$ cat config.mk
export PLATFORM = sky130hd
export DESIGN_NAME = table_driven_dfa_recognizer_core
export DESIGN_NICKNAME = d
export VERILOG_FILES = /design/src/rtl/core/tdfa_pkg.sv /design/src/rtl/core/table_driven_dfa_recognizer_core.sv /design/src/rtl/core/tdfa_cfg.sv /design/src/rtl/core/tdfa_match.sv /design/src/rtl/core/tdfa_table.sv
export SDC_FILE = /design/constraint.sdc
export NUM_CORES = 1
export LEC_CHECK = 0
export BUFFER_PORTS_ARGS = -buffer_cell sky130_fd_sc_hd__buf_4
export CORE_ASPECT_RATIO = 1.25
export CORE_UTILIZATION = 40
export CTS_CLUSTER_SIZE = 12
export DETAILED_ROUTE_END_ITERATION = 6
export MAX_ROUTING_LAYER = met4
export SYNTH_ARGS = -nofsm -noshare
export SYNTH_HDL_FRONTEND = slang
export SYNTH_SLANG_ARGS = --single-unit
$ cat constraint.sdc
create_clock -name i_clk -period 3.33 [get_ports i_clk]
set_input_delay 0.333 -clock i_clk [delete_from_list [all_inputs] [get_ports i_clk]]
set_output_delay 0.333 -clock i_clk [all_outputs]
set_load 0.02 [all_outputs]
$ cat src/rtl/core/tdfa_pkg.sv
`default_nettype none

package tdfa_pkg;

    localparam int NUM_STATES_DEF  = 16;
    localparam int NUM_SYMBOLS_DEF = 4;

    localparam int STATE_W = 5;
    localparam int SYM_W   = 2;
    localparam int CHAR_W  = 8;
    localparam int CAUSE_W = 2;
    localparam int MASK_W  = 16;

    localparam logic OP_LOAD = 1'b0;
    localparam logic OP_CHAR = 1'b1;

    localparam logic [CAUSE_W-1:0] CAUSE_ACCEPT = 2'd0;
    localparam logic [CAUSE_W-1:0] CAUSE_REJECT = 2'd1;
    localparam logic [CAUSE_W-1:0] CAUSE_SYMBOL = 2'd2;

    localparam logic [1:0] REG_ALPHA_CHARS = 2'd0;
    localparam logic [1:0] REG_ALPHA_SIZE  = 2'd1;
    localparam logic [1:0] REG_START_STATE = 2'd2;
    localparam logic [1:0] REG_ACCEPT_MASK = 2'd3;

    localparam logic [2:0]         ALPHA_SIZE_RST = 3'd1;
    localparam logic [STATE_W-1:0] START_RST      = 5'd1;

    typedef struct packed {
        logic [31:0]         alpha_chars;
        logic [2:0]          alpha_size;
        logic [STATE_W-1:0]  start_state;
        logic [MASK_W-1:0]   accept_mask;
        logic                start_wr;
    } t_cfg;

    function automatic int idx_w(input int n);
        return (n > 1) ? $clog2(n) : 1;
    endfunction

    function automatic int addr_w(input int n_states, input int n_symbols);
        return idx_w(n_states) + idx_w(n_symbols);
    endfunction

    function automatic logic st_in_range(input logic [STATE_W-1:0] s, input int n_states);
        return (s != '0) && (int'(s) <= n_states);
    endfunction

endpackage

`default_nettype wire

$ cat src/rtl/core/table_driven_dfa_recognizer_core.sv
`default_nettype none

// Channel   Dir  Beat contents (lowest bit first)
// s_*       in   tdata: from_state[4:0] symbol_index[6:5] to_state[11:7] char_code[19:12]
//                tuser: operation, tlast: last
// m_*       out  tdata: accepted[0] cause[2:1]
// APB       in   regs at 0x0 alphabet_chars, 0x4 alphabet_size, 0x8 start_state,
//                0xC accept_mask
//
// One item per cycle on s_* while s_tready is high; each character does at most one read of the transition RAM,
// whose registered output feeds the next character's read address directly.
// A result passes through the finish register and then the output register before it leaves on m_*.
// s_tready drops only while a finished result waits and the output register is held.
// Synchronous active-low reset; the transition RAM is not cleared.

module table_driven_dfa_recognizer_core #(
    parameter int NUM_STATES  = tdfa_pkg::NUM_STATES_DEF,
    parameter int NUM_SYMBOLS = tdfa_pkg::NUM_SYMBOLS_DEF
) (
    input  wire logic        i_clk,
    input  wire logic        i_rst_n,
    input  wire logic        s_tvalid,
    output logic             s_tready,
    input  wire logic [23:0] s_tdata,   // from_state, symbol_index, to_state, char_code
    input  wire logic        s_tuser,   // operation
    input  wire logic        s_tlast,   // last
    output logic             m_tvalid,
    input  wire logic        m_tready,
    output logic [7:0]       m_tdata,   // accepted, cause
    input  wire logic        psel,
    input  wire logic        penable,
    input  wire logic        pwrite,
    input  wire logic [3:0]  paddr,
    input  wire logic [31:0] pwdata,
    output logic [31:0]      prdata,
    output logic             pready
);
    import tdfa_pkg::*;

    localparam int RW = idx_w(NUM_STATES);
    localparam int CW = idx_w(NUM_SYMBOLS);
    localparam int AW = addr_w(NUM_STATES, NUM_SYMBOLS);

    t_cfg               w_cfg;
    logic [STATE_W-1:0] w_from;
    logic [SYM_W-1:0]   w_sym;
    logic [STATE_W-1:0] w_to;
    logic [CHAR_W-1:0]  w_char;
    logic               w_found;
    logic [SYM_W-1:0]   w_idx;
    logic [STATE_W-1:0] w_mem_q;

    logic [STATE_W-1:0] r_state, n_state;
    logic               r_mem_pend, n_mem_pend;
    logic               r_failed, n_failed;
    logic               r_fin_valid, n_fin_valid;
    logic               r_fin_use_mem;
    logic [STATE_W-1:0] r_fin_state;
    logic               r_fin_fail;
    logic               r_out_valid, n_out_valid;
    logic               r_out_acc;
    logic [CAUSE_W-1:0] r_out_cause;

    logic               s_fire;
    logic               s_char;
    logic               s_load;
    logic               s_out_free;
    logic               s_fin_move;
    logic [STATE_W-1:0] s_cur;
    logic               s_use_mem;
    logic [8:0]         s_cur_row;
    logic [8:0]         s_ld_row;
    logic               s_we;
    logic [AW-1:0]      s_waddr;
    logic [AW-1:0]      s_raddr;
    logic [STATE_W-1:0] s_fin_st;
    logic               s_fin_acc;
    logic [CAUSE_W-1:0] s_fin_cause;

    assign w_from = s_tdata[4:0];
    assign w_sym  = s_tdata[6:5];
    assign w_to   = s_tdata[11:7];
    assign w_char = s_tdata[19:12];

    tdfa_cfg u_cfg (
        .i_clk   (i_clk),
        .i_rst_n (i_rst_n),
        .psel    (psel),
        .penable (penable),
        .pwrite  (pwrite),
        .paddr   (paddr),
        .pwdata  (pwdata),
        .prdata  (prdata),
        .pready  (pready),
        .o_cfg   (w_cfg)
    );

    tdfa_match #(.NUM_SYMBOLS(NUM_SYMBOLS)) u_match (
        .i_char        (w_char),
        .i_alpha_chars (w_cfg.alpha_chars),
        .i_alpha_size  (w_cfg.alpha_size),
        .o_found       (w_found),
        .o_idx         (w_idx)
    );

    tdfa_table #(.NUM_STATES(NUM_STATES), .NUM_SYMBOLS(NUM_SYMBOLS)) u_table (
        .i_clk   (i_clk),
        .i_we    (s_we),
        .i_waddr (s_waddr),
        .i_wdata (w_to),
        .i_re    (s_use_mem),
        .i_raddr (s_raddr),
        .o_rdata (w_mem_q)
    );

    assign s_out_free = !r_out_valid || m_tready;
    assign s_fin_move = r_fin_valid && s_out_free;
    assign s_tready   = !r_fin_valid || s_out_free;
    assign s_fire     = s_tvalid && s_tready;
    assign s_char     = s_fire && (s_tuser == OP_CHAR);
    assign s_load     = s_fire && (s_tuser == OP_LOAD);

    // forward the RAM output as the current state while a lookup is in flight
    assign s_cur     = r_mem_pend ? w_mem_q : r_state;
    assign s_use_mem = s_char && !r_failed && w_found && st_in_range(s_cur, NUM_STATES);
    assign s_cur_row = 9'(s_cur) - 9'd1;
    assign s_raddr   = {s_cur_row[RW-1:0], CW'(w_idx)};

    assign s_ld_row = 9'(w_from) - 9'd1;
    assign s_we     = s_load && st_in_range(w_from, NUM_STATES) && (int'(w_sym) < NUM_SYMBOLS);
    assign s_waddr  = {s_ld_row[RW-1:0], CW'(w_sym)};

    always_comb begin
        n_state     = r_state;
        n_mem_pend  = r_mem_pend;
        n_failed    = r_failed;
        n_fin_valid = r_fin_valid && !s_fin_move;
        if (w_cfg.start_wr) begin
            n_state    = pwdata[STATE_W-1:0];
            n_mem_pend = 1'b0;
        end else if (s_char) begin
            if (s_tlast) begin
                n_state     = w_cfg.start_state;
                n_mem_pend  = 1'b0;
                n_failed    = 1'b0;
                n_fin_valid = 1'b1;
            end else begin
                n_state    = s_cur;
                n_mem_pend = s_use_mem;
                n_failed   = r_failed || !w_found;
            end
        end
    end

    always_ff @(posedge i_clk) begin
        if (!i_rst_n) begin
            r_state     <= START_RST;
            r_mem_pend  <= 1'b0;
            r_failed    <= 1'b0;
            r_fin_valid <= 1'b0;
        end else begin
            r_state     <= n_state;
            r_mem_pend  <= n_mem_pend;
            r_failed    <= n_failed;
            r_fin_valid <= n_fin_valid;
        end
    end

    always_ff @(posedge i_clk) begin
        if (s_char && s_tlast) begin
            r_fin_use_mem <= s_use_mem;
            r_fin_state   <= s_cur;
            r_fin_fail    <= r_failed || !w_found;
        end
    end

    assign s_fin_st  = r_fin_use_mem ? w_mem_q : r_fin_state;
    assign s_fin_acc = st_in_range(s_fin_st, NUM_STATES) && (s_fin_st <= 5'd16) &&
                       w_cfg.accept_mask[4'(s_fin_st - 5'd1)];

    always_comb begin
        if (r_fin_fail) begin
            s_fin_cause = CAUSE_SYMBOL;
        end else if (s_fin_acc) begin
            s_fin_cause = CAUSE_ACCEPT;
        end else begin
            s_fin_cause = CAUSE_REJECT;
        end
    end

    assign n_out_valid = s_fin_move || (r_out_valid && !m_tready);

    always_ff @(posedge i_clk) begin
        if (!i_rst_n) begin
            r_out_valid <= 1'b0;
        end else begin
            r_out_valid <= n_out_valid;
        end
    end

    always_ff @(posedge i_clk) begin
        if (s_fin_move) begin
            r_out_acc   <= !r_fin_fail && s_fin_acc;
            r_out_cause <= s_fin_cause;
        end
    end

    assign m_tvalid = r_out_valid;
    assign m_tdata  = {5'd0, r_out_cause, r_out_acc};

    a_stall_only_when_full: assert property (@(posedge i_clk) disable iff (!i_rst_n)
        !s_tready |-> (r_fin_valid && r_out_valid && !m_tready))
        else $error("input stalled without a held result");

    a_fin_reaches_output: assert property (@(posedge i_clk) disable iff (!i_rst_n)
        s_fin_move |=> m_tvalid)
        else $error("finished result not registered");

    a_start_clears_pending: assert property (@(posedge i_clk) disable iff (!i_rst_n)
        w_cfg.start_wr |=> (!r_mem_pend && r_state == w_cfg.start_state))
        else $error("start state write not applied");

    a_accept_matches_cause: assert property (@(posedge i_clk) disable iff (!i_rst_n)
        m_tvalid |-> (m_tdata[0] == (m_tdata[2:1] == CAUSE_ACCEPT)))
        else $error("accepted flag disagrees with cause");

    a_last_resets_walk: assert property (@(posedge i_clk) disable iff (!i_rst_n)
        (s_char && s_tlast && !w_cfg.start_wr) |=> (!r_failed && !r_mem_pend && r_fin_valid))
        else $error("walk not restarted after last beat");

endmodule

`default_nettype wire

$ cat src/rtl/core/tdfa_cfg.sv
`default_nettype none

module tdfa_cfg (
    input  wire logic                i_clk,
    input  wire logic                i_rst_n,
    input  wire logic                psel,
    input  wire logic                penable,
    input  wire logic                pwrite,
    input  wire logic [3:0]          paddr,
    input  wire logic [31:0]         pwdata,
    output logic [31:0]              prdata,
    output logic                     pready,
    output tdfa_pkg::t_cfg           o_cfg
);
    import tdfa_pkg::*;

    logic [31:0]        r_alpha_chars;
    logic [2:0]         r_alpha_size;
    logic [STATE_W-1:0] r_start_state;
    logic [MASK_W-1:0]  r_accept_mask;
    logic               s_wr;
    logic [1:0]         s_reg;

    assign pready = 1'b1;
    assign s_wr   = psel && penable && pwrite && pready;
    assign s_reg  = paddr[3:2];

    always_ff @(posedge i_clk) begin
        if (!i_rst_n) begin
            r_alpha_chars <= '0;
            r_alpha_size  <= ALPHA_SIZE_RST;
            r_start_state <= START_RST;
            r_accept_mask <= '0;
        end else if (s_wr) begin
            case (s_reg)
                REG_ALPHA_CHARS: r_alpha_chars <= pwdata;
                REG_ALPHA_SIZE:  r_alpha_size  <= pwdata[2:0];
                REG_START_STATE: r_start_state <= pwdata[STATE_W-1:0];
                REG_ACCEPT_MASK: r_accept_mask <= pwdata[MASK_W-1:0];
                default: ;
            endcase
        end
    end

    always_comb begin
        case (s_reg)
            REG_ALPHA_CHARS: prdata = r_alpha_chars;
            REG_ALPHA_SIZE:  prdata = {29'd0, r_alpha_size};
            REG_START_STATE: prdata = {27'd0, r_start_state};
            REG_ACCEPT_MASK: prdata = {16'd0, r_accept_mask};
            default:         prdata = '0;
        endcase
    end

    always_comb begin
        o_cfg.alpha_chars = r_alpha_chars;
        o_cfg.alpha_size  = r_alpha_size;
        o_cfg.start_state = r_start_state;
        o_cfg.accept_mask = r_accept_mask;
        o_cfg.start_wr    = s_wr && (s_reg == REG_START_STATE);
    end

endmodule

`default_nettype wire

$ cat src/rtl/core/tdfa_match.sv
`default_nettype none

module tdfa_match #(
    parameter int NUM_SYMBOLS = tdfa_pkg::NUM_SYMBOLS_DEF
) (
    input  wire logic [tdfa_pkg::CHAR_W-1:0] i_char,
    input  wire logic [31:0]                 i_alpha_chars,
    input  wire logic [2:0]                  i_alpha_size,
    output logic                             o_found,
    output logic [tdfa_pkg::SYM_W-1:0]       o_idx
);
    import tdfa_pkg::*;

    // lowest matching index wins: scan from the top down
    always_comb begin
        o_found = 1'b0;
        o_idx   = '0;
        for (int j = 3; j >= 0; j--) begin
            if ((j < NUM_SYMBOLS) && (3'(j) < i_alpha_size) &&
                (i_alpha_chars[8*j +: 8] == i_char)) begin
                o_found = 1'b1;
                o_idx   = SYM_W'(j);
            end
        end
    end

endmodule

`default_nettype wire

$ cat src/rtl/core/tdfa_table.sv
`default_nettype none

module tdfa_table #(
    parameter int NUM_STATES  = tdfa_pkg::NUM_STATES_DEF,
    parameter int NUM_SYMBOLS = tdfa_pkg::NUM_SYMBOLS_DEF
) (
    input  wire logic                                                i_clk,
    input  wire logic                                                i_we,
    input  wire logic [tdfa_pkg::addr_w(NUM_STATES, NUM_SYMBOLS)-1:0] i_waddr,
    input  wire logic [tdfa_pkg::STATE_W-1:0]                        i_wdata,
    input  wire logic                                                i_re,
    input  wire logic [tdfa_pkg::addr_w(NUM_STATES, NUM_SYMBOLS)-1:0] i_raddr,
    output logic [tdfa_pkg::STATE_W-1:0]                             o_rdata
);
    import tdfa_pkg::*;

    localparam int AW    = addr_w(NUM_STATES, NUM_SYMBOLS);
    localparam int DEPTH = 1 << AW;

    logic [STATE_W-1:0] r_mem [DEPTH];
    logic [STATE_W-1:0] r_rdata;

    always_ff @(posedge i_clk) begin
        if (i_we) begin
            r_mem[i_waddr] <= i_wdata;
        end
    end

    always_ff @(posedge i_clk) begin
        if (i_re) begin
            r_rdata <= r_mem[i_raddr];
        end
    end

    assign o_rdata = r_rdata;

endmodule

`default_nettype wire
; After elaboration in Yosys (flattened, before gate mapping)
; Memory sizes are Yosys's and may differ from the RTL's. A register that Yosys moved wholly into a read port is not among the register bits.
; Index checks and enable logic that the tools add are counted.
[totals]
regBits = 75
mem_bits_rw = 320
inputBits = 69
word_cells = 107
output_inout_bits = 43
mem_count = 1
[memory_table]
columns = name, words, width, rd, rd_ports_with_merged_regs, wr, line_no
row1 = u_table.r_mem, 64, 5, 1, 1, 1, tdfa_table.sv:20  ; logic [STATE_W-1:0] r_mem [DEPTH];
[op_classes]
n_bitwise = 3
n_reduce_logical = 46
mux = 24
n_eq_ne = 7
magnitude_cmp = 9
add_sub_neg = 3
[op_table]
columns = cell, count
row1 = 32-bit one-hot mux with 4 select lines, 1
row2 = 8-bit equality test, 4
row3 = 5-bit two-way mux, 5
row4 = 1-bit logical AND, 24
row5 = 5-bit less-or-equal comparator (second input constant), 4
row6 = 5-bit nonzero test, 3
row7 = 1-bit two-way mux, 13
row8 = 4-bit by 1-bit subtractor with 4-bit output (second input constant), 3
row9 = 2-bit AND reduction, 5
row10 = 2-bit two-way mux, 4
row11 = 1-bit zero test, 7
row12 = 1-bit by 3-bit less-than comparator with 1-bit output (first input constant), 2
row13 = 2-bit by 3-bit less-than comparator with 1-bit output (first input constant), 2
row14 = 4-bit by 5-bit less-than comparator with 1-bit output (second input constant), 1
row15 = 1-bit binary-select mux with 4-bit select, 1
row16 = 2-bit equality test (second input constant), 2
row17 = 1-bit logical OR, 4
row18 = 1-bit NOT, 3
row19 = 2-bit by 1-bit equality test with 1-bit output (second input constant), 1
row20 = 2-bit zero test, 1
row21 = 2-bit nonzero test, 1
row22 = 2-bit OR reduction, 1

; Longest topological paths before layout
; Gate-level depths: netlist (run 1).
[logic_depth]
depth_word = 9
ltp_mapped = 14
ltp_nobuf = 10

; Modules after synthesis
; Synthesis (run 1) repeated with hierarchy kept, for this count alone.
[hier_totals]
cells_unflattened = 1070
hier_area_um2 = 17165.2
[modules_own_cells]
columns = mod, seq_area_each_um2, area_per_inst_um2, n_inst, cells_each
row1 = tdfa_table, 9759.4, 12818.5, 1, 610
row2 = tdfa_cfg, 1121.1, 2572.5, 1, 265
row3 = table_driven_dfa_recognizer_core, 480.5, 1340.0, 1, 139
row4 = tdfa_match, 0.0, 434.2, 1, 56

; Worst setup path after synthesis (run 1)
; OpenSTA, ideal clock, no wires.
[synth_path]
path_kind = reg2reg
from = register r_mem_pend
to = register u_table.r_rdata[2], in the netlist u_table.o_rdata[2] (read register of u_table.r_mem), data pin
required_time_ns = 3.068
path_buffers = 3
setup_ns = 0.262
arrival_time_ns = 2.711
period_less_slack_ns = 2.973
stages_incl_launch_ff = 10
path_slack_ns = 0.357
path_cell_list = dfxtp_1 > clkbuf_1 > mux2i_1 > clkbuf_1 > ha_1 > or2_2 > buf_1 > o31a_1 > o2111ai_1 > o21ai_1
[synth_via]
elab_chain_len = 4
elab_cells_between_ends = 6
cone_classes = add/sub: 1 / order compare: 1 / mux: 1 / reduce/logical: 3
[synth_rtl]
columns = element, line_no
row1 = "start, declared", table_driven_dfa_recognizer_core.sv:54  ; logic r_mem_pend, n_mem_pend;
row2 = "start signal, assigned", table_driven_dfa_recognizer_core.sv:163  ; r_mem_pend <= n_mem_pend;
row3 = 5-bit two-way mux (*), table_driven_dfa_recognizer_core.sv:124  ; assign s_cur = r_mem_pend ? w_mem_q : r_state;
row4 = 5-bit less-or-equal comparator / 5-bit nonzero test (equally long branches), tdfa_pkg.sv:46  ; return (s != '0) && (int'(s) <= n_states);
row5 = 1-bit logical AND, tdfa_pkg.sv:46
row6 = 1-bit logical AND, table_driven_dfa_recognizer_core.sv:125  ; assign s_use_mem = s_char && !r_failed && w_found && st_in_range(s_cur, NUM_STATES);
row7 = "end, declared", tdfa_table.sv:21  ; logic [STATE_W-1:0] r_rdata;
; Every way passes the cells marked *; elsewhere a longest branch is shown, timed or not.
; A chain may end at the register's enable or synchronous reset.

; Final worst setup path (run 1)
[layout_path]
from = register u_cfg.r_alpha_chars[23]
to = register u_table.r_rdata[4], in the netlist u_table.o_rdata[4] (read register of u_table.r_mem), data pin
[layout_via]
elab_chain_len = 7
elab_cells_between_ends = 10
cone_classes = eq/ne: 1 / mux: 6 / reduce/logical: 3
[layout_rtl]
columns = element, line_no
row1 = "start, declared", tdfa_cfg.sv:17  ; logic [31:0] r_alpha_chars;
row2 = "start signal, assigned", tdfa_cfg.sv:36  ; REG_ALPHA_CHARS: r_alpha_chars <= pwdata;
row3 = 8-bit equality test (*), tdfa_match.sv:20  ; (i_alpha_chars[8*j +: 8] == i_char)) begin
row4 = 1-bit logical AND (*), tdfa_match.sv:19  ; if ((j < NUM_SYMBOLS) && (3'(j) < i_alpha_size) &&
row5 = 1-bit two-way mux (3 in a row), tdfa_match.sv:19
row6 = 1-bit logical AND (2 in a row), table_driven_dfa_recognizer_core.sv:125
; Marks and branches as above.

==> impl_summary.log, run 1 <==
INFO  metric status = finished, final reports clean
INFO  metric worstSetupStartpoint = u_cfg.r_alpha_chars[23]
INFO  metric cts_num_sinks = 400
INFO  metric placed_cells_incl_taps = 2072
INFO  metric grtUsageMet3 = 3.49%
INFO  metric final_hold_viol_count = 0
INFO  metric vias_per_cell = 5.46
INFO  metric fp.dieW = 188 µm
INFO  metric synth_top_cell_by_area = sky130_fd_sc_hd__edfxtp_1
INFO  metric drive_gt1_share = 19.8%
INFO  metric max_freq = 0.311 GHz
INFO  metric yosysTopAreaCellShare = 58.2%
INFO  metric drc_violations_left = 0
INFO  metric setup_total_negative_slack = 0 ns
INFO  metric syn2layout_area_growth = 20.5%
INFO  metric synthesis.yosys.warnings = 0
INFO  metric ports_placed_on_the_boundary = 112
INFO  metric final_antenna_net_count = 0
INFO  metric setup_slack = 0.113 ns
INFO  metric die_h = 234 µm
INFO  metric worstSkewPairLatency = 0.55 ns
INFO  metric ys_seq_area_share = 65.7%
INFO  metric cts.root.buffer_cell = sky130_fd_sc_hd__clkbuf_16
INFO  metric cts-root-to-sink-buffers = 3
INFO  metric initial_core_util = 40.8%
INFO  metric total_power_per_unit_cell_area = 513 mW/mm²
INFO  metric number_of_violations_of_the_max_capacitance_limit = 0
INFO  metric pre_cts_slack = -0.284 ns
INFO  metric grt_use_total = 22.2%
INFO  metric postSynthAreaPerCell = 12.5 µm²
INFO  metric cp-end-kind = register
INFO  metric netlist-cell-type-count = 67
INFO  metric cp_data_required_time = 3.76 ns
INFO  metric timing.final.max_slew_violations = 0
INFO  metric ff2ff_path_depth = 15
INFO  metric fin_nets = 1640
INFO  metric worstReg2RegStart = u_cfg.r_alpha_chars[23]
INFO  metric synthFlopType = sky130_fd_sc_hd__edfxtp_1
INFO  metric critPathMaxFanout = 10
INFO  metric globalplace.congestion = 0.883
INFO  metric detailedPlacementHpwl = 32200 µm
INFO  metric final-setup-viol-count = 0
INFO  metric placeableCoreArea = 0.0424 mm²
INFO  metric final.fill_count = 3708
INFO  metric placement.io_buffers = 99
INFO  metric synth-edff-count = 335
INFO  metric ys_ff_latch = 400
INFO  metric dr.first_iter.drc_count = 933
INFO  metric layout_worst_path_cycle_share = 96.6%
INFO  metric grt_pass1_wl = 70900 µm
INFO  metric rr_endpoint = u_table.o_rdata[4]
INFO  metric relSlewSlack = 40.2%
INFO  metric timing.reg2reg.setup_slack = 0.11 ns
INFO  metric clock_tree.htree_level_count = 2
INFO  metric synth_area_leaders = sky130_fd_sc_hd__edfxtp_1, sky130_fd_sc_hd__dfxtp_1, sky130_fd_sc_hd__nand2_1, sky130_fd_sc_hd__mux2i_1, sky130_fd_sc_hd__mux4_2
INFO  metric worstSetupEndpoint = u_table.o_rdata[4]
INFO  metric hold_path_class = input port to register
INFO  metric grt.met1_usage = 26.7%
INFO  metric vdd_ir_drop_max = 428 µV
INFO  metric tritoncts = built
INFO  metric vias_in_the_first_global_route = 11700
INFO  metric numCtsBuffers = 43
INFO  metric n_antenna_cell = 0
INFO  metric syn-cell-area = 0.0173 mm²
INFO  metric wl_per_cell = 22.0 µm
INFO  metric static-leakage-power = 0.00754 µW
INFO  metric fin_worst_hold_slack = 0.0445 ns
INFO  metric finalNonFillerCells = 2157
INFO  metric global_route.usage.met2 = 37.3%
INFO  metric number_of_antenna_violations_at_the_first_check_in_global_routing = 0
INFO  metric cts-hold-fix-buffers = 0
INFO  metric largest_net_degree_at_the_start_of_global_routing = 66
INFO  metric busiest_layer = met2
INFO  metric total_overflow_reported_by_the_global_router = 0
INFO  metric wl = 47300 µm
INFO  metric timing.final.crit_period = 3.22 ns
INFO  metric total_power = 10700 µW
INFO  metric timing.setup.critical_path_class = register to register
INFO  metric start_kind = register
INFO  metric die_area = 0.0441 mm²
INFO  metric rows = 84
INFO  metric ys_async_sr_fraction = 0%
INFO  metric worst-slew-pin-transition = 0.897 ns
INFO  metric firstDrtPassIters = 5
INFO  metric syn_inst = 1382
INFO  metric cp_data_arrival_time = 3.65 ns
INFO  metric clk_pin_slew_worst_paths = 0.06 ns
INFO  metric routed-via-count = 11800
INFO  metric skew = 0.0136 ns
## routing by layer
layer | wire, µm | vias to the layer above
met4 | 1860 | 0
li1 | - | 5411
met1 | 19200 | 5836
met5 | 0 | -
met3 | 2930 | 102
met2 | 23400 | 425
## sequential cells by signal, summed over array words and instances (netlist names)
signal / flops
u_cfg.r_accept_mask: 16
r_fin_valid: 1
u_cfg.r_start_state: 5
r_mem_pend: 1
u_cfg.r_alpha_chars: 32
r_fin_fail: 1
r_out_acc: 1
u_table.r_mem: 320
r_out_cause: 2
r_failed: 1
m_tvalid: 1
u_table.o_rdata: 5
u_cfg.r_alpha_size: 3
r_state: 5
r_fin_use_mem: 1
r_fin_state: 5
## critical path, cell delays in order, from the launching register on
cell                       delay, ns
sky130_fd_sc_hd__dfxtp_1        0.34
sky130_fd_sc_hd__xor2_1         0.17
sky130_fd_sc_hd__nor4_1         0.30
sky130_fd_sc_hd__nand3_1        0.25
sky130_fd_sc_hd__buf_4          0.21
sky130_fd_sc_hd__a211oi_4       0.24
sky130_fd_sc_hd__buf_12         0.18
sky130_fd_sc_hd__buf_12         0.13
sky130_fd_sc_hd__buf_4          0.13
sky130_fd_sc_hd__nand2_1        0.05
sky130_fd_sc_hd__and3_1         0.16
sky130_fd_sc_hd__a21oi_1        0.30
sky130_fd_sc_hd__o221ai_2       0.19
sky130_fd_sc_hd__nor4_2         0.19
sky130_fd_sc_hd__buf_4          0.16
sky130_fd_sc_hd__a21o_1         0.08
## Yosys cell counts, types with 22 or more instances
| library cell | count |
|---|---|
| sky130_fd_sc_hd__mux2i_1 | 85 |
| sky130_fd_sc_hd__nor2_1 | 104 |
| sky130_fd_sc_hd__o21ai_0 | 26 |
| sky130_fd_sc_hd__dfxtp_1 | 65 |
| sky130_fd_sc_hd__nand2_1 | 288 |
| sky130_fd_sc_hd__edfxtp_1 | 335 |
| sky130_fd_sc_hd__clkbuf_1 | 45 |
| sky130_fd_sc_hd__a21oi_1 | 45 |
| sky130_fd_sc_hd__xnor2_1 | 25 |
| sky130_fd_sc_hd__and2_1 | 22 |
| sky130_fd_sc_hd__a21boi_0 | 53 |
| sky130_fd_sc_hd__nand3_1 | 39 |
## placed cells by master, fill, tap and decap left out, drive strengths merged, types with 6 or more instances in the layout
master,synthesis,routed
a21boi,53,53
a21oi,45,45
a22o,13,13
a31oi,18,18
and2,22,22
and3,18,18
buf,37,217
clkbuf,45,61
clkinv,0,11
conb,2,6
dfxtp,65,65
edfxtp,335,335
inv,9,10
mux2i,85,85
mux4,18,18
nand2,289,289
nand3,39,39
nor2,104,104
nor2b,8,8
nor3,12,12
nor4,9,9
o21ai,27,27
o221ai,18,18
xnor2,25,25
xor2,19,19
## how the worst min path moves through the flow
stage | start | to | slack [ns] | depth (start not counted)
2_1_floorplan | s_tdata[7] | u_table.r_mem[0][0] | 0.43 | 0
3_3_place_gp | u_cfg.r_accept_mask[9] | u_cfg.r_accept_mask[9] | 0.46 | 2
3_5_place_dp | r_fin_valid | m_tvalid | 0.47 | 1
4_1_cts | pwdata[24] | u_cfg.r_alpha_chars[24] | 0.02 | 3
5_1_grt | pwdata[20] | u_cfg.r_alpha_chars[20] | 0.04 | 3
6_report | pwdata[24] | u_cfg.r_alpha_chars[24] | 0.04 | 3
## final cells by class
type	count	area [µm²]	area share [%]
clock inverters	16	186	0.895
inverters	9	33.8	0.162
flip-flops and latches	400	11400	54.5
repair buffers	217	1790	8.61
clock buffers	61	1160	5.59
multi-input cells	895	5600	26.9
well taps	559	699	3.36
## power breakdown
part | internal (µW) | switching [µW] | leakage (µW)
sequential | 5450 | 16.1 | 0.00354
combinational | 221 | 377 | 0.00335
clock | 2740 | 1900 | 0.000653
total | 8410 | 2290 | 0.00754
## metrics by stage
stage	area, µm²	util (%)
2_1_floorplan	17300	-
4_1_cts	20700	48.9
6_report	20800	49.2
3_3_place_gp	19300	45.6
3_5_place_dp	19300	45.6
5_1_grt	20800	49.2
## cell families (layout without fill, tap and decap cells)
group	count (synthesis)	after routing	synth area share, %
other	2	6	0.0434
AO/OA/AOI/OAI	219	219	8.82
AND/OR/NAND/NOR	516	516	12.7
adder cells (fa/ha/maj)	5	5	0.362
buffers and inverters	91	303	2.76
flip-flops	400	400	65.7
multiplexers	105	105	7.39
XOR/XNOR	44	44	2.23
## repair_timing
item                                    4_1_cts  5_1_grt
endpoints found under the setup margin        3        5
endpoints found under the hold margin         0        0
setup buffers                                 2        6
gates cloned                                  0        0
pin swaps                                     1        4
resized for setup                             2       21
No activity file was read; power rests on OpenSTA's default activity.
==> inputs of run 2 (changes only) <==
--- a/config.mk
+++ b/config.mk
@@ -5,7 +5,7 @@
 export SDC_FILE = /design/constraint.sdc
 export NUM_CORES = 1
 export LEC_CHECK = 0
-export BUFFER_PORTS_ARGS = -buffer_cell sky130_fd_sc_hd__buf_4
+export BUFFER_PORTS_ARGS = -buffer_cell sky130_fd_sc_hd__buf_2
 export CORE_ASPECT_RATIO = 1.25
 export CORE_UTILIZATION = 40
 export CTS_CLUSTER_SIZE = 12
==> run 2 against run 1 <==
Sequential share of layout area up 2.1 points. Critical endpoint is now u_table.o_rdata[0]. Critical path type unchanged. Largest power group unchanged. Total power down 4.7%. Die area unchanged. Count of clock-buffer cells in the layout down 4. Clock power down 10%. Final cell count down 1.8%. Non-clock buffer count down 29. Clock skew up 0.0032 ns. Global-route usage down 0.22 points. Sequential power about the same. First-iteration DRC count up 12%.
==> impl_summary.log, run 2 (same netlist as run 1, synthesis figures left out) <==
INFO  metric status = finished, final reports clean
INFO  metric timing.hold.worst.start = pwdata[19]
INFO  metric final_hold_viol_count = 0 (unchanged)
INFO  metric clk_pin_slew_worst_paths = 0.06 ns (about the same)
INFO  metric busiest_layer = met2
INFO  metric total_power_per_unit_cell_area = 508 mW/mm² (-1.1%)
INFO  metric vias_per_cell = 5.50 (+0.79%)
INFO  metric cp_data_required_time = 3.63 ns (-0.13 ns)
INFO  metric global_route.usage.met2 = 37.3% (unchanged)
INFO  metric cp-end-kind = register
INFO  metric fp.dieW = 188 µm (unchanged)
INFO  metric final_common_cell = sky130_fd_sc_hd__edfxtp_1
INFO  metric timing.reg2reg.setup_slack = 0.13 ns (about the same)
INFO  metric numCtsBuffers = 41 (-4.7%)
INFO  metric ports_placed_on_the_boundary = 112 (unchanged)
INFO  metric cts.root.buffer_cell = sky130_fd_sc_hd__clkbuf_16
INFO  metric worst-slew-pin-transition = 0.980 ns (+0.0833 ns)
INFO  metric drc_violations_left = 0 (unchanged)
INFO  metric critPathMaxFanout = 6 (-4)
INFO  metric vdd_ir_drop_max = 336 µV (-21%)
INFO  metric rows = 84 (unchanged)
INFO  metric grt_pass1_wl = 70500 µm (-0.56%)
INFO  metric tritoncts = built
INFO  metric setup_total_negative_slack = 0 ns (unchanged)
INFO  metric placeableCoreArea = 0.0424 mm² (unchanged)
INFO  metric syn2layout_area_growth = 16.1%
INFO  metric cts-hold-fix-buffers = 0 (unchanged)
INFO  metric final_antenna_net_count = 0 (unchanged)
INFO  metric globalplace.congestion = 0.875 (-0.88%)
INFO  metric placement.io_buffers = 99 (unchanged)
INFO  metric number_of_violations_of_the_max_capacitance_limit = 0 (unchanged)
INFO  metric timing.final.crit_period = 3.20 ns (-0.0123 ns)
INFO  metric max_freq = 0.312 GHz (+0.39%)
INFO  metric clock_tree.htree_level_count = 2 (unchanged)
INFO  metric cts_num_sinks = 400 (unchanged)
INFO  metric timing.final.max_slew_violations = 0 (unchanged)
INFO  metric detailedPlacementHpwl = 32000 µm (-0.61%)
INFO  metric drive_gt1_share = 17.3% (-2.6 points)
INFO  metric vias_in_the_first_global_route = 11500 (-1.8%)
INFO  metric grt.met1_usage = 27.4% (+0.71 points)
INFO  metric timing.setup.critical_path_class = register to register
INFO  metric area_taken_by_flip_flops_and_latches = 0.0114 mm² (unchanged)
INFO  metric rsz0062_at_grt = true
INFO  metric final.fill_count = 3716 (+0.22%)
INFO  metric die_h = 234 µm (unchanged)
INFO  metric rr_endpoint = u_table.o_rdata[0]
INFO  metric number_of_antenna_violations_at_the_first_check_in_global_routing = 0 (unchanged)
INFO  metric initial_core_util = 40.8% (unchanged)
INFO  metric skew = 0.0168 ns (+0.00324 ns)
INFO  metric ff2ff_path_depth = 10 (-5)
INFO  metric worstReg2RegStart = r_mem_pend
INFO  metric cp_data_arrival_time = 3.51 ns (-0.14 ns)
INFO  metric wl_per_cell = 22.2 µm (+1.1%)
INFO  metric wl = 47000 µm (-0.71%)
INFO  metric hold_end = u_cfg.r_alpha_chars[19]
INFO  metric layout_worst_path_cycle_share = 96.2% (-0.37 points)
INFO  metric min_delay_path_depth = 3 (unchanged)
INFO  metric largest_net_degree_at_the_start_of_global_routing = 66 (unchanged)
INFO  metric placed_cells_incl_taps = 2048 (-1.2%)
INFO  metric register_containing_the_most_flip_flops_in_the_final_layout = u_table.r_mem
INFO  metric final-setup-viol-count = 0 (unchanged)
INFO  metric start_kind = register
INFO  metric routed-via-count = 11700 (-1.0%)
INFO  metric fin_nets = 1609 (-1.9%)
INFO  metric finalNonFillerCells = 2118 (-1.8%)
INFO  metric cts-root-to-sink-buffers = 3 (unchanged)
INFO  metric grt_use_total = 22.0% (-0.22 points)
INFO  metric firstDrtPassIters = 5 (unchanged)
INFO  metric relSlewSlack = 34.6% (-5.6 points)
INFO  metric n_antenna_cell = 0 (unchanged)
INFO  metric die_area = 0.0441 mm² (unchanged)
INFO  metric most-common-layout-cells = sky130_fd_sc_hd__edfxtp_1, sky130_fd_sc_hd__nand2_1, sky130_fd_sc_hd__nor2_1
INFO  metric hold_path_class = input port to register
INFO  metric static-leakage-power = 0.00721 µW (-4.3%)
INFO  metric dr.first_iter.drc_count = 1041 (+12%)
INFO  metric grtUsageMet3 = 3.04% (-0.45 points)
INFO  metric largestRegisters = u_table.r_mem: 320 flops, u_cfg.r_alpha_chars: 32 flops, u_cfg.r_accept_mask: 16 flops
INFO  metric worstSkewPairLatency = 0.55 ns (about the same)
INFO  metric multi_input_comb_area = 0.00552 mm² (-1.4%)
INFO  metric total_overflow_reported_by_the_global_router = 0 (unchanged)
INFO  metric largest_reg_flops = 320 (unchanged)
[run 2: power breakdown]
| part | internal, µW | leakage [µW] | switching [µW] | total (µW) |
|---|---|---|---|---|
| combinational | 198 | 0.00311 | 373 | 571 |
| sequential | 5450 | 0.00354 | 15.6 | 5460 |
| clock | 2350 | 0.000566 | 1820 | 4160 |
| total | 7990 | 0.00721 | 2210 | 10200 |
[run 2: repair_timing]
action                     CTS  global route
buffers inserted             0             2
gates resized for setup      0             3
setup endpoints to repair    0             5
[run 2: worst max path at each step]
stage          cells past startpoint  slack, ns            endpoint                     from
2_1_floorplan                      9       0.36  u_table.o_rdata[2]               r_mem_pend
3_3_place_gp                      13      -0.02  u_table.o_rdata[0]              s_tdata[17]
3_5_place_dp                      14      -0.05  u_table.o_rdata[0]              s_tdata[15]
4_1_cts                           10       0.07  u_table.o_rdata[0]  u_cfg.r_alpha_chars[27]
5_1_grt                           12     -0.004  u_table.o_rdata[0]  u_cfg.r_alpha_chars[21]
6_report                          10       0.13  u_table.o_rdata[0]               r_mem_pend
[run 2: per-layer routing]
metal / vias to the layer above / wire length, µm
met2: 483 / 23200
met4: 0 / 1220
met1: 5743 / 19500
met5: - / 0
li1: 5340 / -
met3: 86 / 3100
[run 2: worst max-delay path: stages, from the launching register on]
cell and delay (ns):
sky130_fd_sc_hd__dfxtp_1 0.54, sky130_fd_sc_hd__mux2i_4 0.33, sky130_fd_sc_hd__nand3_1 0.12, sky130_fd_sc_hd__xnor2_1 0.55, sky130_fd_sc_hd__nor2b_1 0.39, sky130_fd_sc_hd__buf_4 0.23, sky130_fd_sc_hd__o221ai_1 0.15, sky130_fd_sc_hd__a21oi_1 0.26
sky130_fd_sc_hd__a211oi_2 0.10, sky130_fd_sc_hd__buf_4 0.14, sky130_fd_sc_hd__a22o_1 0.17
[run 2: cell type report]
type | instances | share of cell area [%]
Timing Repair Buffer | 188 | 6.38
Inverter | 9 | 0.168
Tap cell | 559 | 3.48
Multi-Input combinational cell | 895 | 27.5
Clock inverter | 10 | 0.237
Sequential cell | 400 | 56.6
Clock buffer | 57 | 5.62
[run 2: stage by stage]
stage | area, µm² | total power [µW] | hold WS (ns) | setup slack [ns] | util, %
global placement | 18800 | 6120 | 0.462 | -0.0219 | 44.5
CTS | 20000 | 10200 | 0.0276 | 0.0701 | 47.3
finish | 20100 | 10200 | 0.0418 | 0.125 | 47.4
floorplan | 17300 | 5830 | 0.432 | 0.357 | -
detailed placement | 18800 | 6130 | 0.476 | -0.0531 | 44.5
global route | 20100 | 10500 | 0.0328 | -0.00440 | 47.4
==> inputs of run 3 (changes only) <==
--- a/config.mk
+++ b/config.mk
@@ -5,12 +5,14 @@
 export SDC_FILE = /design/constraint.sdc
 export NUM_CORES = 1
 export LEC_CHECK = 0
+export ABC_AREA = 1
 export BUFFER_PORTS_ARGS = -buffer_cell sky130_fd_sc_hd__buf_2
 export CORE_ASPECT_RATIO = 1.25
 export CORE_UTILIZATION = 40
 export CTS_CLUSTER_SIZE = 12
 export DETAILED_ROUTE_END_ITERATION = 6
 export MAX_ROUTING_LAYER = met4
+export SETUP_SLACK_MARGIN = 0.4
 export SYNTH_ARGS = -nofsm -noshare
 export SYNTH_HDL_FRONTEND = slang
 export SYNTH_SLANG_ARGS = --single-unit
==> run 3 against run 2 <==
Die area up 7.1%. Clock skew down 0.0037 ns. Sequential cell count is the same. First-iteration DRC count decreased by 2.0%. Hold slack got worse by 0.0011 ns. Maximum frequency is 14% higher. Clock power rose by 3%. Critical path depth is 1 lower.
==> impl_summary.log, run 3 <==
INFO  metric final_common_cell = sky130_fd_sc_hd__nand3_1
INFO  metric number_of_violations_of_the_max_capacitance_limit = 0 (unchanged)
INFO  metric vias_in_the_first_global_route = 13500 (+17%)
INFO  metric status = finished, final reports clean
INFO  metric syn-cell-area = 0.0185 mm² (+7.1%)
INFO  metric die_area = 0.0472 mm² (+7.1%)
INFO  metric cp_data_required_time = 3.62 ns (about the same)
INFO  metric hold_path_class = input port to register
INFO  metric setup_total_negative_slack = 0 ns (unchanged)
INFO  metric ys_seq_area_share = 61.3% (-4.4 points)
INFO  metric vdd_ir_drop_max = 381 µV (+13%)
INFO  metric synthesis.yosys.warnings = 0 (unchanged)
INFO  metric total_power_per_unit_cell_area = 490 mW/mm² (-3.5%)
INFO  metric detailedPlacementHpwl = 30300 µm (-5.2%)
INFO  metric ports_placed_on_the_boundary = 112 (unchanged)
INFO  metric final_antenna_net_count = 0 (unchanged)
INFO  metric area_taken_by_flip_flops_and_latches = 0.0114 mm² (unchanged)
INFO  metric max_freq = 0.357 GHz (+14%)
INFO  metric pre_cts_slack = 0.384 ns (+0.437 ns)
INFO  metric worstSkewPairLatency = 0.55 ns (about the same)
INFO  metric cts.root.buffer_cell = sky130_fd_sc_hd__clkbuf_16
INFO  metric wl = 48100 µm (+2.4%)
INFO  metric synthFlopType = sky130_fd_sc_hd__edfxtp_1
INFO  metric syn_inst = 1924 (+39%)
INFO  metric timing.final.crit_period = 2.80 ns (-0.403 ns)
INFO  metric die_h = 243 µm (+3.5%)
INFO  metric cts_num_sinks = 400 (unchanged)
INFO  metric firstDrtPassIters = 5 (unchanged)
INFO  metric yosysTopAreaCellShare = 54.3% (-3.9 points)
INFO  metric grt_use_total = 20.8% (-1.2 points)
INFO  metric drive_gt1_share = 11.4% (-5.8 points)
INFO  metric routed-via-count = 13700 (+18%)
INFO  metric number_of_antenna_violations_at_the_first_check_in_global_routing = 1 (+1)
INFO  metric synth_top_cell_by_area = sky130_fd_sc_hd__edfxtp_1
INFO  metric relSlewSlack = 43.7% (+9.1 points)
INFO  metric clock_tree.htree_level_count = 2 (unchanged)
INFO  metric timing.setup.critical_path_class = register to register
INFO  metric skew = 0.0131 ns (-0.00373 ns)
INFO  metric total_overflow_reported_by_the_global_router = 0 (unchanged)
INFO  metric drc_violations_left = 0 (unchanged)
INFO  metric placeableCoreArea = 0.0454 mm² (+7.2%)
INFO  metric ys_async_sr_fraction = 0% (unchanged)
INFO  metric timing.final.max_slew_violations = 0 (unchanged)
INFO  metric cts-root-to-sink-buffers = 3 (unchanged)
INFO  metric fin_nets = 2097 (+30%)
INFO  metric postSynthAreaPerCell = 9.63 µm² (-23%)
INFO  metric most-common-layout-cells = sky130_fd_sc_hd__nand3_1, sky130_fd_sc_hd__edfxtp_1, sky130_fd_sc_hd__nand2_1
INFO  metric worst-slew-pin-transition = 0.844 ns (-0.136 ns)
INFO  metric total_power = 10300 µW (+1.3%)
INFO  metric largest_reg_flops = 320 (unchanged)
INFO  metric numCtsBuffers = 41 (unchanged)
INFO  metric rsz0062_at_grt = true
INFO  metric cp-end-kind = register
INFO  metric initial_core_util = 40.8% (about the same)
INFO  metric netlist-cell-type-count = 35 (-48%)
INFO  metric dr.first_iter.drc_count = 1020 (-2.0%)
INFO  metric start_kind = register
INFO  metric vias_per_cell = 5.22 (-5.1%)
INFO  metric largest_net_degree_at_the_start_of_global_routing = 76 (+15%)
INFO  metric rows = 87 (+3.6%)
INFO  metric wl_per_cell = 18.3 µm (-17%)
INFO  metric final.fill_count = 4196 (+13%)
INFO  metric fp.dieW = 195 µm (+3.5%)
INFO  metric setup_slack = 0.529 ns (+0.403 ns)
INFO  metric largestRegisters = u_table.r_mem: 320 flops, u_cfg.r_alpha_chars: 32 flops, u_cfg.r_accept_mask: 16 flops
INFO  metric clk_pin_slew_worst_paths = 0.06 ns (about the same)
INFO  metric register_containing_the_most_flip_flops_in_the_final_layout = u_table.r_mem
INFO  metric final-setup-viol-count = 0 (unchanged)
INFO  metric final_core_utilization = 46.4% (-0.97 points)
INFO  metric critPathMaxFanout = 13 (+7)
INFO  metric layout_worst_path_cycle_share = 84.1% (-12 points)
INFO  metric tritoncts = built
INFO  metric syn2layout_area_growth = 13.7%
INFO  metric placement.io_buffers = 99 (unchanged)
INFO  metric synth-edff-count = 335 (unchanged)
INFO  metric static-leakage-power = 0.00847 µW (+17%)
INFO  metric fin_worst_hold_slack = 0.0406 ns (-0.00112 ns)
INFO  metric synth_area_leaders = sky130_fd_sc_hd__edfxtp_1, sky130_fd_sc_hd__nand3_1, sky130_fd_sc_hd__dfxtp_1, sky130_fd_sc_hd__nand2_1, sky130_fd_sc_hd__inv_1
INFO  metric synth.top_cells.by_count = sky130_fd_sc_hd__nand3_1, sky130_fd_sc_hd__edfxtp_1, sky130_fd_sc_hd__nand2_1
INFO  metric multi_input_comb_area = 0.00562 mm² (+1.7%)
INFO  metric grt_pass1_wl = 73900 µm (+4.9%)
INFO  metric ys_ff_latch = 400 (unchanged)
INFO  metric final_hold_viol_count = 0 (unchanged)
INFO  metric globalplace.congestion = 0.859 (-1.8%)
INFO  metric synth.most_common_cell = sky130_fd_sc_hd__nand3_1
INFO  metric cp_data_arrival_time = 3.10 ns (-0.41 ns)
-- run 3: cell count changes after synthesis, sizes merged, moves of 42 or more --
cell    change
inv       +269
nor2       +55
nand3b    +110
nand2      +45
mux2i      -84
nand3     +320
o21ai      +42
a21boi     -53
-- run 3: kinds of logic after synthesis --
group,Yosys count,synth area share (%)
other,2,0.0405
adder cells (fa/ha/maj),5,0.338
flip-flops,400,61.3
XOR/XNOR,19,0.898
multiplexers,1,0.0540
AND/OR/NAND/NOR,972,24.6
buffers and inverters,388,8.72
AO/OA/AOI/OAI,137,4.09
-- run 3: per-stage QoR --
| step | cells | cell area [µm²] |
|---|---|---|
| floorplan | 1928 | 18500 |
| global placement | 2555 | 19800 |
| detailed placement | 2555 | 19800 |
| CTS | 2622 | 21000 |
| global route | 2626 | 21100 |
| finish | 2626 | 21100 |
-- run 3: layout make-up --
cell class	instances	area share (%)
Antenna cell	1	0.0119
Clock buffer	60	5.63
Clock inverter	7	0.166
Inverter	280	5.03
Multi-Input combinational cell	1141	26.6
Sequential cell	400	53.9
Tap cell	578	3.43
Timing Repair Buffer	159	5.18
-- run 3: critical path: stages, from the launching register on --
cell	delay [ns]
sky130_fd_sc_hd__dfxtp_1	0.61
sky130_fd_sc_hd__nand2_1	0.26
sky130_fd_sc_hd__o21ai_4	0.27
sky130_fd_sc_hd__ha_1	0.31
sky130_fd_sc_hd__clkinvlp_4	0.30
sky130_fd_sc_hd__buf_4	0.29
sky130_fd_sc_hd__nand3_1	0.12
sky130_fd_sc_hd__nand3_1	0.17
sky130_fd_sc_hd__nand3_1	0.13
sky130_fd_sc_hd__nand2_1	0.07
-- run 3: path summary, 6_finish.rpt --
path	start	to	slack (ns)	depth (start not counted)
worst max-delay path	r_mem_pend	u_table.o_rdata[2]	0.53	9
worst max register to register	r_mem_pend	u_table.o_rdata[2]	0.53	9
worst min register to register	u_cfg.r_accept_mask[6]	u_cfg.r_accept_mask[6]	0.48	2
worst min-delay path	pwdata[14]	u_cfg.r_alpha_chars[14]	0.04	3
-- run 3: per-layer routing --
| layer | vias to the layer above | track usage [%] | share of wire (%) |
|---|---|---|---|
| met3 | 112 | 2.71 | 5.0 |
| li1 | 6636 | - | - |
| met4 | 0 | 8.45 | 3.6 |
| met1 | 6546 | 25.1 | 41 |
| met2 | 421 | 35.2 | 50 |
| met5 | - | - | 0 |
-- run 3: repair_timing --
action,4_1_cts,5_1_grt
resized for setup,0,11
setup buffers,0,1
hold buffers,0,0
endpoints found under the setup margin,0,5
-- run 3: where the power goes --
group | leakage, µW | internal (µW) | total (µW) | switching (µW)
logic | 0.00433 | 149 | 558 | 409
clock network | 0.000602 | 2450 | 4300 | 1840
registers | 0.00354 | 5450 | 5470 | 17.0
